## src/design/sli_pkg.sv

```systemverilog
package sli_pkg;

  // Table size and the widths that follow from it.
  localparam int CAPACITY = 512;
  localparam int ADDR_W   = $clog2(CAPACITY);
  localparam int CNT_W    = $clog2(CAPACITY + 1);

  // Fixed field widths of the channels.
  localparam int OP_W     = 2;
  localparam int GROUP_W  = 4;
  localparam int SLOT_W   = 5;
  localparam int KEY_W    = 8;
  localparam int INDEX_W  = 9;
  localparam int STATUS_W = 2;
  localparam int POS_W    = 9;
  localparam int TOTAL_W  = 10;

  typedef enum logic [OP_W-1:0] {
    OP_CLEAR = 2'd0,
    OP_OFFER = 2'd1,
    OP_READ  = 2'd2,
    OP_NONE  = 2'd3
  } op_t;

  typedef enum logic [STATUS_W-1:0] {
    ST_DONE    = 2'd0,
    ST_SKIPPED = 2'd1,
    ST_FULL    = 2'd2,
    ST_RANGE   = 2'd3
  } status_t;

  typedef struct packed {
    logic [GROUP_W-1:0] group;
    logic [SLOT_W-1:0]  slot;
    logic [KEY_W-1:0]   key;
  } entry_t;

  // Datapath actions, one per microcode step.
  typedef enum logic [3:0] {
    A_FETCH,
    A_INIT,
    A_RDIDX,
    A_SRD,
    A_SCMP,
    A_SHRD,
    A_SHIFT,
    A_INS,
    A_SIMPLE
  } act_t;

  // Jump conditions.
  typedef enum logic [2:0] {
    C_ALWAYS,
    C_ACCEPT,
    C_INSERT,
    C_SEARCHING,
    C_IDX_GT_LO,
    C_SHIFT_MORE,
    C_OUT_BUSY
  } cond_t;

  typedef enum logic [3:0] {
    STEP_FETCH,
    STEP_DISPATCH,
    STEP_RDISSUE,
    STEP_SLOOP,
    STEP_SCMP,
    STEP_SHPRIME,
    STEP_SHIFT,
    STEP_INS,
    STEP_SIMPLE
  } step_t;

  typedef struct packed {
    act_t  act;
    cond_t cond;
    step_t tgt_t;
    step_t tgt_f;
  } uword_t;

  // Condition flags reported by the datapath to the sequencer.
  typedef struct packed {
    logic accept;
    logic insert;
    logic searching;
    logic idx_gt_lo;
    logic shift_more;
    logic out_busy;
  } flags_t;

  // The microprogram: action, condition, target when true, target when false.
  function automatic uword_t ucode(step_t s);
    uword_t w;
    w = '{act: A_FETCH, cond: C_ACCEPT, tgt_t: STEP_DISPATCH, tgt_f: STEP_FETCH};
    unique case (s)
      STEP_FETCH:    w = '{A_FETCH,  C_ACCEPT,     STEP_DISPATCH, STEP_FETCH};
      STEP_DISPATCH: w = '{A_INIT,   C_INSERT,     STEP_SLOOP,    STEP_RDISSUE};
      STEP_RDISSUE:  w = '{A_RDIDX,  C_ALWAYS,     STEP_SIMPLE,   STEP_SIMPLE};
      STEP_SLOOP:    w = '{A_SRD,    C_SEARCHING,  STEP_SCMP,     STEP_SHPRIME};
      STEP_SCMP:     w = '{A_SCMP,   C_ALWAYS,     STEP_SLOOP,    STEP_SLOOP};
      STEP_SHPRIME:  w = '{A_SHRD,   C_IDX_GT_LO,  STEP_SHIFT,    STEP_INS};
      STEP_SHIFT:    w = '{A_SHIFT,  C_SHIFT_MORE, STEP_SHIFT,    STEP_INS};
      STEP_INS:      w = '{A_INS,    C_OUT_BUSY,   STEP_INS,      STEP_FETCH};
      STEP_SIMPLE:   w = '{A_SIMPLE, C_OUT_BUSY,   STEP_SIMPLE,   STEP_FETCH};
      default:       w = '{A_FETCH,  C_ACCEPT,     STEP_DISPATCH, STEP_FETCH};
    endcase
    return w;
  endfunction

endpackage

```

## src/design/sli_seq.sv

```systemverilog
module sli_seq (
  input  logic            clk,
  input  logic            rst_n,
  input  sli_pkg::flags_t flags,
  output sli_pkg::act_t   act
);
  import sli_pkg::*;

  step_t  step_r;
  step_t  step_nxt;
  uword_t uw;
  logic   take;

  always_ff @(posedge clk) begin
    if (!rst_n) begin
      step_r <= STEP_FETCH;
    end else begin
      step_r <= step_nxt;
    end
  end

  always_comb begin
    uw = ucode(step_r);
    unique case (uw.cond)
      C_ALWAYS:     take = 1'b1;
      C_ACCEPT:     take = flags.accept;
      C_INSERT:     take = flags.insert;
      C_SEARCHING:  take = flags.searching;
      C_IDX_GT_LO:  take = flags.idx_gt_lo;
      C_SHIFT_MORE: take = flags.shift_more;
      C_OUT_BUSY:   take = flags.out_busy;
      default:      take = 1'b1;
    endcase
    step_nxt = take ? uw.tgt_t : uw.tgt_f;
    act      = uw.act;
  end

endmodule

```

## config.mk

```make
export PLATFORM = sky130hd
export DESIGN_NAME = sli_seq
export DESIGN_NICKNAME = d
export VERILOG_FILES = /design/src/design/sli_pkg.sv /design/src/design/sli_seq.sv
export SDC_FILE = /design/constraint.sdc
export NUM_CORES = 1
export LEC_CHECK = 0
export BUFFER_PORTS_ARGS = -buffer_cell sky130_fd_sc_hd__buf_2
export CAP_MARGIN = 20
export CELL_PAD_IN_SITES_DETAIL_PLACEMENT = 0
export CELL_PAD_IN_SITES_GLOBAL_PLACEMENT = 2
export CORE_MARGIN = 3
export CORE_UTILIZATION = 30
export DETAILED_ROUTE_END_ITERATION = 10
export PLACE_DENSITY = 0.77
export SYNTH_ARGS = -nofsm -noshare
export SYNTH_HDL_FRONTEND = slang
export SYNTH_SLANG_ARGS = --single-unit
```

## constraint.sdc

```tcl
create_clock -name clk -period 2.39 [get_ports clk]
set_input_delay 0 -clock clk [delete_from_list [all_inputs] [get_ports clk]]
set_output_delay 0 -clock clk [all_outputs]
set_load 0.01 [all_outputs]
```

== After elaboration in Yosys (flattened, before gate mapping) ==
Memory sizes are Yosys's and may differ from the RTL's. A register that Yosys moved wholly into a read port is not among the register bits.
Cells that the tools add are included.
Word-level totals
  flip-flop bits (word level): 0
  ROM bits: 240
  input port bits: 8
  output and inout port bits: 4
  logic and storage cells: 10
  memories: 1
Memory list
  (no name shown): words 16, width 15, rd ports 1, clocked after memory_dff 1, wr ports 0, RTL line sli_pkg.sv:95  | unique case (s)
Cells by class
  equality and inequality tests: 6
  multiplexer cells: 3
Operators by type and width (number)
  $eq 3x3->1 const B: 3
  $mux 4: 2
  $eq 3x2->1 const B: 2
  $pmux 1 s6: 1
  $eq 3x1->1 const B: 1

== Depth between registers and ports, before layout ==
Gate-level depths: netlist (run 1).
  depth in word-level cells: 4
  gate-level depth with buffers: 12
  mapped depth without buffers: 11

== Worst setup path before layout (run 1) ==
OpenSTA, ideal clock, no wires.
  path type: flip-flop to flip-flop
  start point: reg uw[9] (netlist name)
  end point: reg uw[9] (netlist name)
  setup time: 0.114 ns
  data arrival time: 2.268 ns
  data required time: 2.276 ns
  setup slack: 0.008 ns
  cell stages (with the launch flop): 13
  buffers on the path: 1
  period minus slack after synthesis: 2.382 ns
  path through: dfxtp_1 > mux2i_1 > mux4_2 > buf_4 > mux2_2 > nand2_1 > inv_1 > ha_1 > mux2i_1 > nor2_1 > nand2_1 > o31ai_1 > a21o_1
Between the ends
  longest elaborated chain between the ends: 4
  elaborated cells on any way between the ends: 9
  those cells by class: eq/ne: 6; mux: 3
RTL lines
  $eq 3x3->1 (tied with other cells): RTL line sli_seq.sv:24  | unique case (uw.cond)
  $pmux 1 s6 *: RTL line sli_seq.sv:24
  $mux 4 *: RTL line sli_seq.sv:34  | step_nxt = take ? uw.tgt_t : uw.tgt_f;
  $mux 4 (no line) *
Mark *: on every way between the ends. The rest lies on a longest branch, timed or not.

== Worst setup path after layout (run 1) ==
  start point: reg uw[9] (netlist name)
  end point: reg uw[9] (netlist name)
Between the ends
  longest elaborated chain between the ends: 4
  elaborated cells on any way between the ends: 9
  those cells by class: eq/ne: 6; mux: 3
RTL lines (RTL line)
  $eq 3x3->1 (tied with other cells): sli_seq.sv:24
  $pmux 1 s6 *: sli_seq.sv:24
  $mux 4 *: sli_seq.sv:34
  $mux 4 (no line) *
Marked as above.

==> results.sh, run 1 <==
export IMPL_crit_fanout=4
export IMPL_drv_cap=0
export IMPL_crit_chain="mux2i_1, mux4_2, mux2_4, nand2_2, inv_2, ha_2, mux2i_1, nor2_1, nand2_1, o31ai_1, a21o_1"
export IMPL_firstDrtPassIters=3
export IMPL_antenna_found_initial=0
export IMPL_ant_nets=0
export IMPL_hold_buffers=0
export IMPL_core_rowCount=18
export IMPL_netlist_area_sq_um=815
export IMPL_io_pins=12
export IMPL_wl_um=1620
export IMPL_antenna_cells=0
export IMPL_hold_ws_ps=92.5
export IMPL_dpl_cell_area_sq_um=888
export IMPL_dieWidth_um=58.1
export IMPL_multi_input_area_sq_um=474
export IMPL_register_area_sq_um=302
export IMPL_port_buffers=11
export IMPL_clockRootBuffer="clkbuf_4"
export IMPL_synth_area_leaders="dfxtp_1 37%, ha_1 7.7%, mux2i_1 7.4%, nand2_1 6.0%, mux2i_4 5.5%"
export IMPL_cts_resized=0
export IMPL_grt_max_degree=12
export IMPL_critPathKind="flip-flop to flip-flop"
export IMPL_gp_congestion=0.739
export IMPL_fill_cells=280
export IMPL_syn_inst=85
export IMPL_ys_seq_area_share_pct=36.9
export IMPL_max_slew_margin_pct=75.2
export IMPL_yosysTopAreaCell="dfxtp_1"
export IMPL_numCtsBuffers=3
export IMPL_dp_cells=123
export IMPL_worstHoldPathType="input pin to flip-flop"
export IMPL_r2r_slack_ps=120
export IMPL_peakVddDrop_mv=0.445
export IMPL_status="finished, final reports clean"
export IMPL_vias_per_cell=4.71
export IMPL_drtIter0Drc=8
export IMPL_grt_remaining_overflow=0
export IMPL_hold_viol_final=0
export IMPL_final_cells=127
export IMPL_initial_core_util_pct=32.3
export IMPL_worstMarginPinSlew_ps=365
export IMPL_cts_htree_levels=1
export IMPL_setup_viol=0
export IMPL_fin_ws_ps=124
export IMPL_fin_crit_ps=2270
export IMPL_grt_pass1_vias=585
export IMPL_wl_per_cell_um=12.7
export IMPL_crit_buf_inv=1
export IMPL_tritoncts="yes"
export IMPL_grt_pass1_wl_um=2760
export IMPL_yosys_warnings=0
export IMPL_arrival_ps=2450
export IMPL_syn2layout_area_growth_pct=14.4
export IMPL_fmax_ghz=0.441
export IMPL_cp_start_kind="flip-flop"
export IMPL_cts_buffer_depth=2
export IMPL_dieArea_sq_um=3380
export IMPL_cpPeakStageDelay_ps=540
export IMPL_cp_common_cell="mux2i_1"
export IMPL_worst_setup_path_end_kind="flip-flop"
export IMPL_cts_setup_buffers=0
export IMPL_die_h_um=58.1
export IMPL_synth_top_area_share_pct=36.9
export IMPL_fin_crit_sh_pct=94.8
export IMPL_cts_num_sinks=15
export IMPL_slew_viol_final=0
export IMPL_synth_nets=98
export IMPL_detailed_place_hpwl_um=1280
export IMPL_required_ps=2570
export IMPL_clk_latency_ps=280
export IMPL_fin_skew_ps=3.92
export IMPL_largest_reg_flops=15
export IMPL_ys_ff_latch=15
export IMPL_slowest_stage="mux4_2"
export IMPL_drcViolationCount=0
export IMPL_path_delay_family="multiplexers"
export IMPL_p_per_area_nw_per_um2=1140
export IMPL_fin_nets=111
export IMPL_gr_usage_all_layers_pct=11.1
export IMPL_dr_total_vias=598
export IMPL_drive_gt1_share_pct=29.9
export IMPL_pre_cts_ws_ps=42.8
export IMPL_core_sq_um=2520
export IMPL_stdcell_area_sq_um=932
export IMPL_power_leakage_nw=0.412
export IMPL_post_route_util_pct=37.0
export IMPL_postSynthAreaPerCell_sq_um=9.58
export IMPL_ys_types=27
export IMPL_clk_pin_slew_ps=80
metal layers:
layer | vias to the layer above | wire, um | track usage [%]
met1 | 274 | 750 | 13.6
met3 | 3 | 83 | 4.01
met5 | - | 0 | 0
met2 | 12 | 772 | 17.7
li1 | 309 | - | -
met4 | 0 | 10 | 3.97
worst paths after layout:
path	from	endpoint	cells after the start
setup / recovery	uw[9]	uw[9]	11
hold reg to reg	uw[3]	uw[14]	2
setup reg to reg	uw[9]	uw[9]	11
hold / removal	rst_n	uw[11]	3
stage by stage:
step	power, mW	TNS (ps)
after floorplan	0.789	0
after global placement	0.904	0
after detailed placement	0.902	0
after CTS	1.05	0
after global routing	1.16	-3.73
final	1.06	0
Yosys cell counts (all sizes together):
cell type	number
a21o	1
buf	5
and3b	1
or3b	1
o31ai	1
ha	5
a21oi	7
nand2b	4
nand3b	1
nor3b	1
nor3	1
mux2	2
a221o	1
dfxtp	15
o21bai	1
mux2i	8
o211ai	1
o21ai	1
nor2	8
nand2	13
mux4	1
clkbuf	1
inv	4
nor2b	1
power breakdown:
part / total, mW / switching [mW] / internal [mW]
registers: 0.396 / 0.0589 / 0.337
logic: 0.526 / 0.257 / 0.270
clock network: 0.143 / 0.0781 / 0.0649
logic make-up (layout without fill, tap and decap cells):
family / after synthesis / after routing / share of synthesized area, %
mux: 11 / 11 / 18.9
compound gates: 13 / 13 / 11.2
buf+inv: 10 / 22 / 6.91
flops: 15 / 15 / 36.9
fa+ha+maj: 5 / 5 / 7.68
simple gates: 31 / 31 / 18.4
cells in the final DEF (no fill, tap or decap), drive strengths merged:
cell	count
mux4	1
mux2	2
nor3b	1
a21o	1
nor3	1
clkbuf	4
o21bai	1
nor2b	1
o31ai	1
nor2	8
ha	5
and3b	1
inv	4
nand3b	1
mux2i	8
o21ai	1
a21oi	7
a221o	1
nand2	13
or3b	1
o211ai	1
buf	14
nand2b	4
dfxtp	15
layout make-up:
| type | instances | area share (%) |
|---|---|---|
| timing repair buffer | 14 | 8.32 |
| sequential | 15 | 32.3 |
| inverter | 4 | 1.61 |
| clock buffer | 4 | 2.82 |
| multi-input combinational | 60 | 50.9 |
| tap | 30 | 4.03 |
worst min-delay path: stages:
cell      delay, ps
buf_2           180
nand2b_4        110
nor2_1           40
(Power assumes the default switching activity.)
==> inputs of run 2 (changes only) <==
--- a/config.mk
+++ b/config.mk
@@ -7,7 +7,7 @@
 export LEC_CHECK = 0
 export BUFFER_PORTS_ARGS = -buffer_cell sky130_fd_sc_hd__buf_2
 export CAP_MARGIN = 20
-export CELL_PAD_IN_SITES_DETAIL_PLACEMENT = 0
+export CELL_PAD_IN_SITES_DETAIL_PLACEMENT = 1
 export CELL_PAD_IN_SITES_GLOBAL_PLACEMENT = 2
 export CORE_MARGIN = 3
 export CORE_UTILIZATION = 30
==> run 2 against run 1 <==
First-iteration DRC count rose by 63%. Global-route usage rose by 0.93 points. Via count rose by 3.2%. Clock power rose by 3%. Non-clock buffer count did not move. Utilization barely moved. Wire length rose by 10%. Largest power group unchanged. Highest routed layer unchanged.
==> results.sh, run 2 (synthesis results as in run 1) <==
export IMPL_post_route_util_pct=37.0
export IMPL_cts_buffer_depth=2
export IMPL_switching_share_pct=37.7
export IMPL_gr_usage_all_layers_pct=12.0
export IMPL_peakVddDrop_mv=0.458
export IMPL_critPathKind="flip-flop to flip-flop"
export IMPL_drv_cap=0
export IMPL_cts_num_sinks=15
export IMPL_power_leakage_nw=0.416
export IMPL_grt_max_degree=12
export IMPL_final_cell_mix="14 x dfxtp_1, 12 x nand2_1, 11 x buf_2"
export IMPL_tritoncts="yes"
export IMPL_reg2regPathDepth=11
export IMPL_wl_per_cell_um=14.1
export IMPL_grt_pass1_wl_um=3010
export IMPL_grt_pass1_vias=669
export IMPL_largest_reg_flops=15
export IMPL_clock_power_share_pct=13.7
export IMPL_min_delay_path_depth=3
export IMPL_grt_remaining_overflow=0
export IMPL_fin_crit_ps=2240
export IMPL_cp_start_kind="flip-flop"
export IMPL_crit_fanout=4
export IMPL_numCtsBuffers=3
export IMPL_pwr_share_seq_pct=36.6
export IMPL_detailed_place_hpwl_um=1410
export IMPL_vias_per_cell=4.86
export IMPL_timing_rr_start="uw[9]"
export IMPL_io_pins=12
export IMPL_worstHoldPathType="input pin to flip-flop"
export IMPL_port_buffers=11
export IMPL_core_sq_um=2520
export IMPL_drcViolationCount=0
export IMPL_holdCritStartpoint="rst_n"
export IMPL_internal_power_uw=668
export IMPL_clockRootBuffer="clkbuf_4"
export IMPL_antenna_found_initial=0
export IMPL_p_per_area_nw_per_um2=1150
export IMPL_p_total_mw=1.07
export IMPL_fill_cells=299
export IMPL_crit_start="uw[9]"
export IMPL_ant_nets=0
export IMPL_worstMarginPinSlew_ps=372
export IMPL_setup_viol=0
export IMPL_fin_nets=111
export IMPL_dieArea_sq_um=3380
export IMPL_clk_latency_ps=290
export IMPL_arrival_ps=2420
export IMPL_firstDrtPassIters=4
export IMPL_drtIter0Drc=13
export IMPL_fin_crit_sh_pct=93.7
export IMPL_fmax_ghz=0.447
export IMPL_required_ps=2570
export IMPL_syn2layout_area_growth_pct=14.6
export IMPL_core_rowCount=18
export IMPL_wl_um=1790
export IMPL_gp_congestion=0.739
export IMPL_fin_skew_ps=3.79
export IMPL_antenna_cells=0
export IMPL_layout_commonest_cell="dfxtp_1"
export IMPL_worst_setup_path_end_kind="flip-flop"
export IMPL_clk_pin_slew_ps=90
export IMPL_p_sw_uw=405
export IMPL_max_slew_margin_pct=74.7
export IMPL_comb_power_share_pct=49.7
export IMPL_die_h_um=58.1
export IMPL_dr_total_vias=617
export IMPL_dieWidth_um=58.1
export IMPL_initial_core_util_pct=32.3
export IMPL_status="finished, final reports clean"
export IMPL_hold_buffers=0
export IMPL_hold_viol_final=0
export IMPL_drive_gt1_share_pct=29.9
export IMPL_slew_viol_final=0
export IMPL_cts_htree_levels=1
[run 2: power groups by stage]
stage | sequential [mW] | combinational [mW] | clock (mW)
2_1_floorplan | 0.379 | 0.409 | 0
3_3_place_gp | 0.399 | 0.504 | 0
3_5_place_dp | 0.398 | 0.513 | 0
4_1_cts | 0.394 | 0.517 | 0.153
5_1_grt | 0.407 | 0.596 | 0.162
6_report | 0.393 | 0.533 | 0.147
[run 2: metrics by stage]
stage / area (sq um) / TNS [ps] / cells / setup slack (ps) / hold WS, ps
detailed placement: 888 / 0 / 123 / 7.89 / 377
finish: 933 / 0 / 127 / 151 / 98.7
global route: 933 / -11.2 / 127 / -11.2 / 113
CTS: 916 / 0 / 127 / 30.5 / 72.9
floorplan: 815 / 0 / 85 / 7.67 / 316
global placement: 888 / 0 / 123 / 68.9 / 373
[run 2: path summary, 6_finish.rpt]
kind	to	slack, ps
worst max register to register	uw[9]	150
worst max-delay path	uw[9]	150
worst min-delay path	uw[12]	100
worst min register to register	uw[14]	610
[run 2: critical path, stage by stage, from the launching register on]
cell and delay, ps:
dfxtp_2 350, mux2i_1 120, mux4_2 530, mux2i_1 190, nand2b_4 160, inv_1 90
ha_2 210, mux2i_1 130, nor2_1 50, nand2_1 60, o31ai_1 60, a21o_1 170
[run 2: area by class of cell]
cell class / count / area, sq um / share of cell area, %
clock buffer: 4 / 26.3 / 2.82
timing repair buffer: 14 / 77.6 / 8.31
sequential: 15 / 302 / 32.3
tap: 30 / 37.5 / 4.02
inverter: 4 / 15.0 / 1.61
multi-input combinational: 60 / 475 / 50.9
[run 2: per-layer routing]
layer / GRT usage (%) / vias to the layer above / wire (um)
li1: - / 308 / -
met1: 13.4 / 289 / 776
met2: 21.1 / 18 / 881
met3: 3.56 / 2 / 100
met4: 4.97 / 0 / 28
met5: 0 / - / 0
[run 2: what timing repair did]
item | 4_1_cts | 5_1_grt
resized for setup | 1 | 5
buffers inserted | 0 | 0
hold endpoints to repair | 0 | 0
setup endpoints to repair | 1 | 1
==> inputs of run 3 (changes only) <==
--- a/config.mk
+++ b/config.mk
@@ -10,9 +10,11 @@
 export CELL_PAD_IN_SITES_DETAIL_PLACEMENT = 1
 export CELL_PAD_IN_SITES_GLOBAL_PLACEMENT = 2
 export CORE_MARGIN = 3
-export CORE_UTILIZATION = 30
+export CORE_UTILIZATION = 32
+export CTS_BUF_LIST = sky130_fd_sc_hd__clkbuf_4
+export CTS_CLUSTER_DIAMETER = 200
 export DETAILED_ROUTE_END_ITERATION = 10
-export PLACE_DENSITY = 0.77
+export PLACE_DENSITY = 0.81
 export SYNTH_ARGS = -nofsm -noshare
 export SYNTH_HDL_FRONTEND = slang
 export SYNTH_SLANG_ARGS = --single-unit
==> run 3 against run 2 <==
Maximum frequency is 1.9% lower. Utilization rose by 5.3 points. Clock power about the same. Non-clock buffer count rose by 5. Worst hold slack improved by 6.9 ps.
==> results.sh, run 3 (synthesis results as in run 1) <==
export IMPL_status="finished, final reports clean"
export IMPL_layout_commonest_cell="dfxtp_1"
export IMPL_antenna_found_initial=0
export IMPL_cts_buffer_depth=2
export IMPL_post_route_util_pct=42.3
export IMPL_tritoncts="yes"
export IMPL_hold_buffers=0
export IMPL_max_slew_margin_pct=74.5
export IMPL_fin_nets=116
export IMPL_dpl_cell_area_sq_um=901
export IMPL_gp_congestion=0.798
export IMPL_cp_endpoint="uw[9]"
export IMPL_largest_reg_flops=15
export IMPL_grt_max_degree=12
export IMPL_dp_cells=123
export IMPL_clk_pin_slew_ps=80
export IMPL_required_ps=2570
export IMPL_hold_viol_final=0
export IMPL_peakVddDrop_mv=0.540
export IMPL_setup_viol=0
export IMPL_final_cells=130
export IMPL_cp_start_kind="flip-flop"
export IMPL_core_sq_um=2320
export IMPL_die_h_um=56.5
export IMPL_port_buffers=11
export IMPL_power_leakage_nw=0.442
export IMPL_core_rowCount=17
export IMPL_fin_skew_ps=7.60
export IMPL_ant_nets=0
export IMPL_firstDrtPassIters=4
export IMPL_reg2regPathDepth=11
export IMPL_grt_pass1_vias=622
export IMPL_fin_crit_ps=2280
export IMPL_wl_um=1690
export IMPL_fmax_ghz=0.438
export IMPL_drv_cap=0
export IMPL_grt_remaining_overflow=0
export IMPL_syn2layout_area_growth_pct=20.4
export IMPL_wl_per_cell_um=13.0
export IMPL_worstHoldPathType="input pin to flip-flop"
export IMPL_arrival_ps=2470
export IMPL_io_pins=12
export IMPL_detailed_place_hpwl_um=1300
export IMPL_antenna_cells=0
export IMPL_dr_total_vias=644
export IMPL_initial_core_util_pct=35.1
export IMPL_worst_setup_path_end_kind="flip-flop"
export IMPL_crit_start="uw[9]"
export IMPL_drcViolationCount=0
export IMPL_setup_tns_ps=0
export IMPL_drive_gt1_share_pct=34.3
export IMPL_fill_cells=270
export IMPL_r2r_end="uw[9]"
export IMPL_critPathKind="flip-flop to flip-flop"
export IMPL_clk_latency_ps=290
export IMPL_gr_usage_all_layers_pct=11.3
export IMPL_drtIter0Drc=8
export IMPL_slew_viol_final=0
export IMPL_dieArea_sq_um=3190
export IMPL_fin_crit_sh_pct=95.5
export IMPL_numCtsBuffers=3
export IMPL_r2r_slack_ps=110
export IMPL_stdcell_area_sq_um=981
export IMPL_cts_num_sinks=15
export IMPL_p_per_area_nw_per_um2=1150
export IMPL_cts_htree_levels=1
export IMPL_worstMarginPinSlew_ps=375
export IMPL_clockRootBuffer="clkbuf_4"
export IMPL_vias_per_cell=4.95
export IMPL_grt_pass1_wl_um=2790
export IMPL_final_cell_mix="14 x dfxtp_1, 12 x nand2_1, 11 x buf_2"
export IMPL_timing_rr_start="uw[9]"
export IMPL_crit_fanout=4
export IMPL_dieWidth_um=56.5
-- run 3: how the worst min path moves through the flow --
stage | endpoint | cells after the start | start | slack [ps]
after CTS | uw[9] | 2 | rst_n | 80
after global routing | uw[9] | 2 | rst_n | 120
final | uw[9] | 2 | rst_n | 110
after global placement | uw[9] | 2 | rst_n | 370
after floorplan | uw[3] | 3 | rst_n | 320
after detailed placement | uw[9] | 2 | rst_n | 370
-- run 3: critical path, cell delays in order (launching register included) --
cell	delay, ps
dfxtp_4	360
mux2i_1	120
mux4_2	550
mux2_4	340
nand2_4	80
inv_2	50
ha_4	150
mux2i_1	160
nor2_1	70
nand2_1	60
o31ai_1	60
a21o_1	170
-- run 3: report_power, final --
group / leakage, nW / switching [mW] / internal (mW) / total [mW]
clock network: 0.0177 / 0.0829 / 0.0622 / 0.145
registers: 0.124 / 0.0553 / 0.339 / 0.394
logic: 0.301 / 0.281 / 0.310 / 0.591
-- run 3: cell type report --
class                      count  area, sq um  area share (%)
timing repair buffer          19          115            11.7
multi-input combinational     60          484            49.4
sequential                    15          304            31.0
clock inverter                 1         5.00           0.510
tap                           28         35.0            3.57
inverter                       4         15.0            1.53
clock buffer                   3         22.5            2.30
-- run 3: repair_timing --
item / 4_1_cts / 5_1_grt
endpoints found under the setup margin: 1 / 1
setup buffers: 2 / 1
pin swaps: 0 / 0
gates resized for setup: 1 / 8
-- run 3: metrics by stage --
stage               hold WS, ps  power [mW]  setup WS [ps]
floorplan                   316       0.789           7.67
global placement            366       0.907           49.3
detailed placement          373       0.914          -15.3
CTS                        77.4        1.09           15.3
global route                117        1.22          -48.1
finish                      106        1.13            107
-- run 3: per-layer routing --
| layer | wire length [um] | share of wire (%) | vias up | GRT usage (%) |
|---|---|---|---|---|
| met3 | 57 | 3.4 | 4 | 1.84 |
| met4 | 44 | 2.6 | 0 | 7.12 |
| met1 | 794 | 47 | 306 | 13.8 |
| met2 | 791 | 47 | 14 | 18.3 |
| met5 | 0 | 0 | - | 0 |
| li1 | - | - | 320 | - |
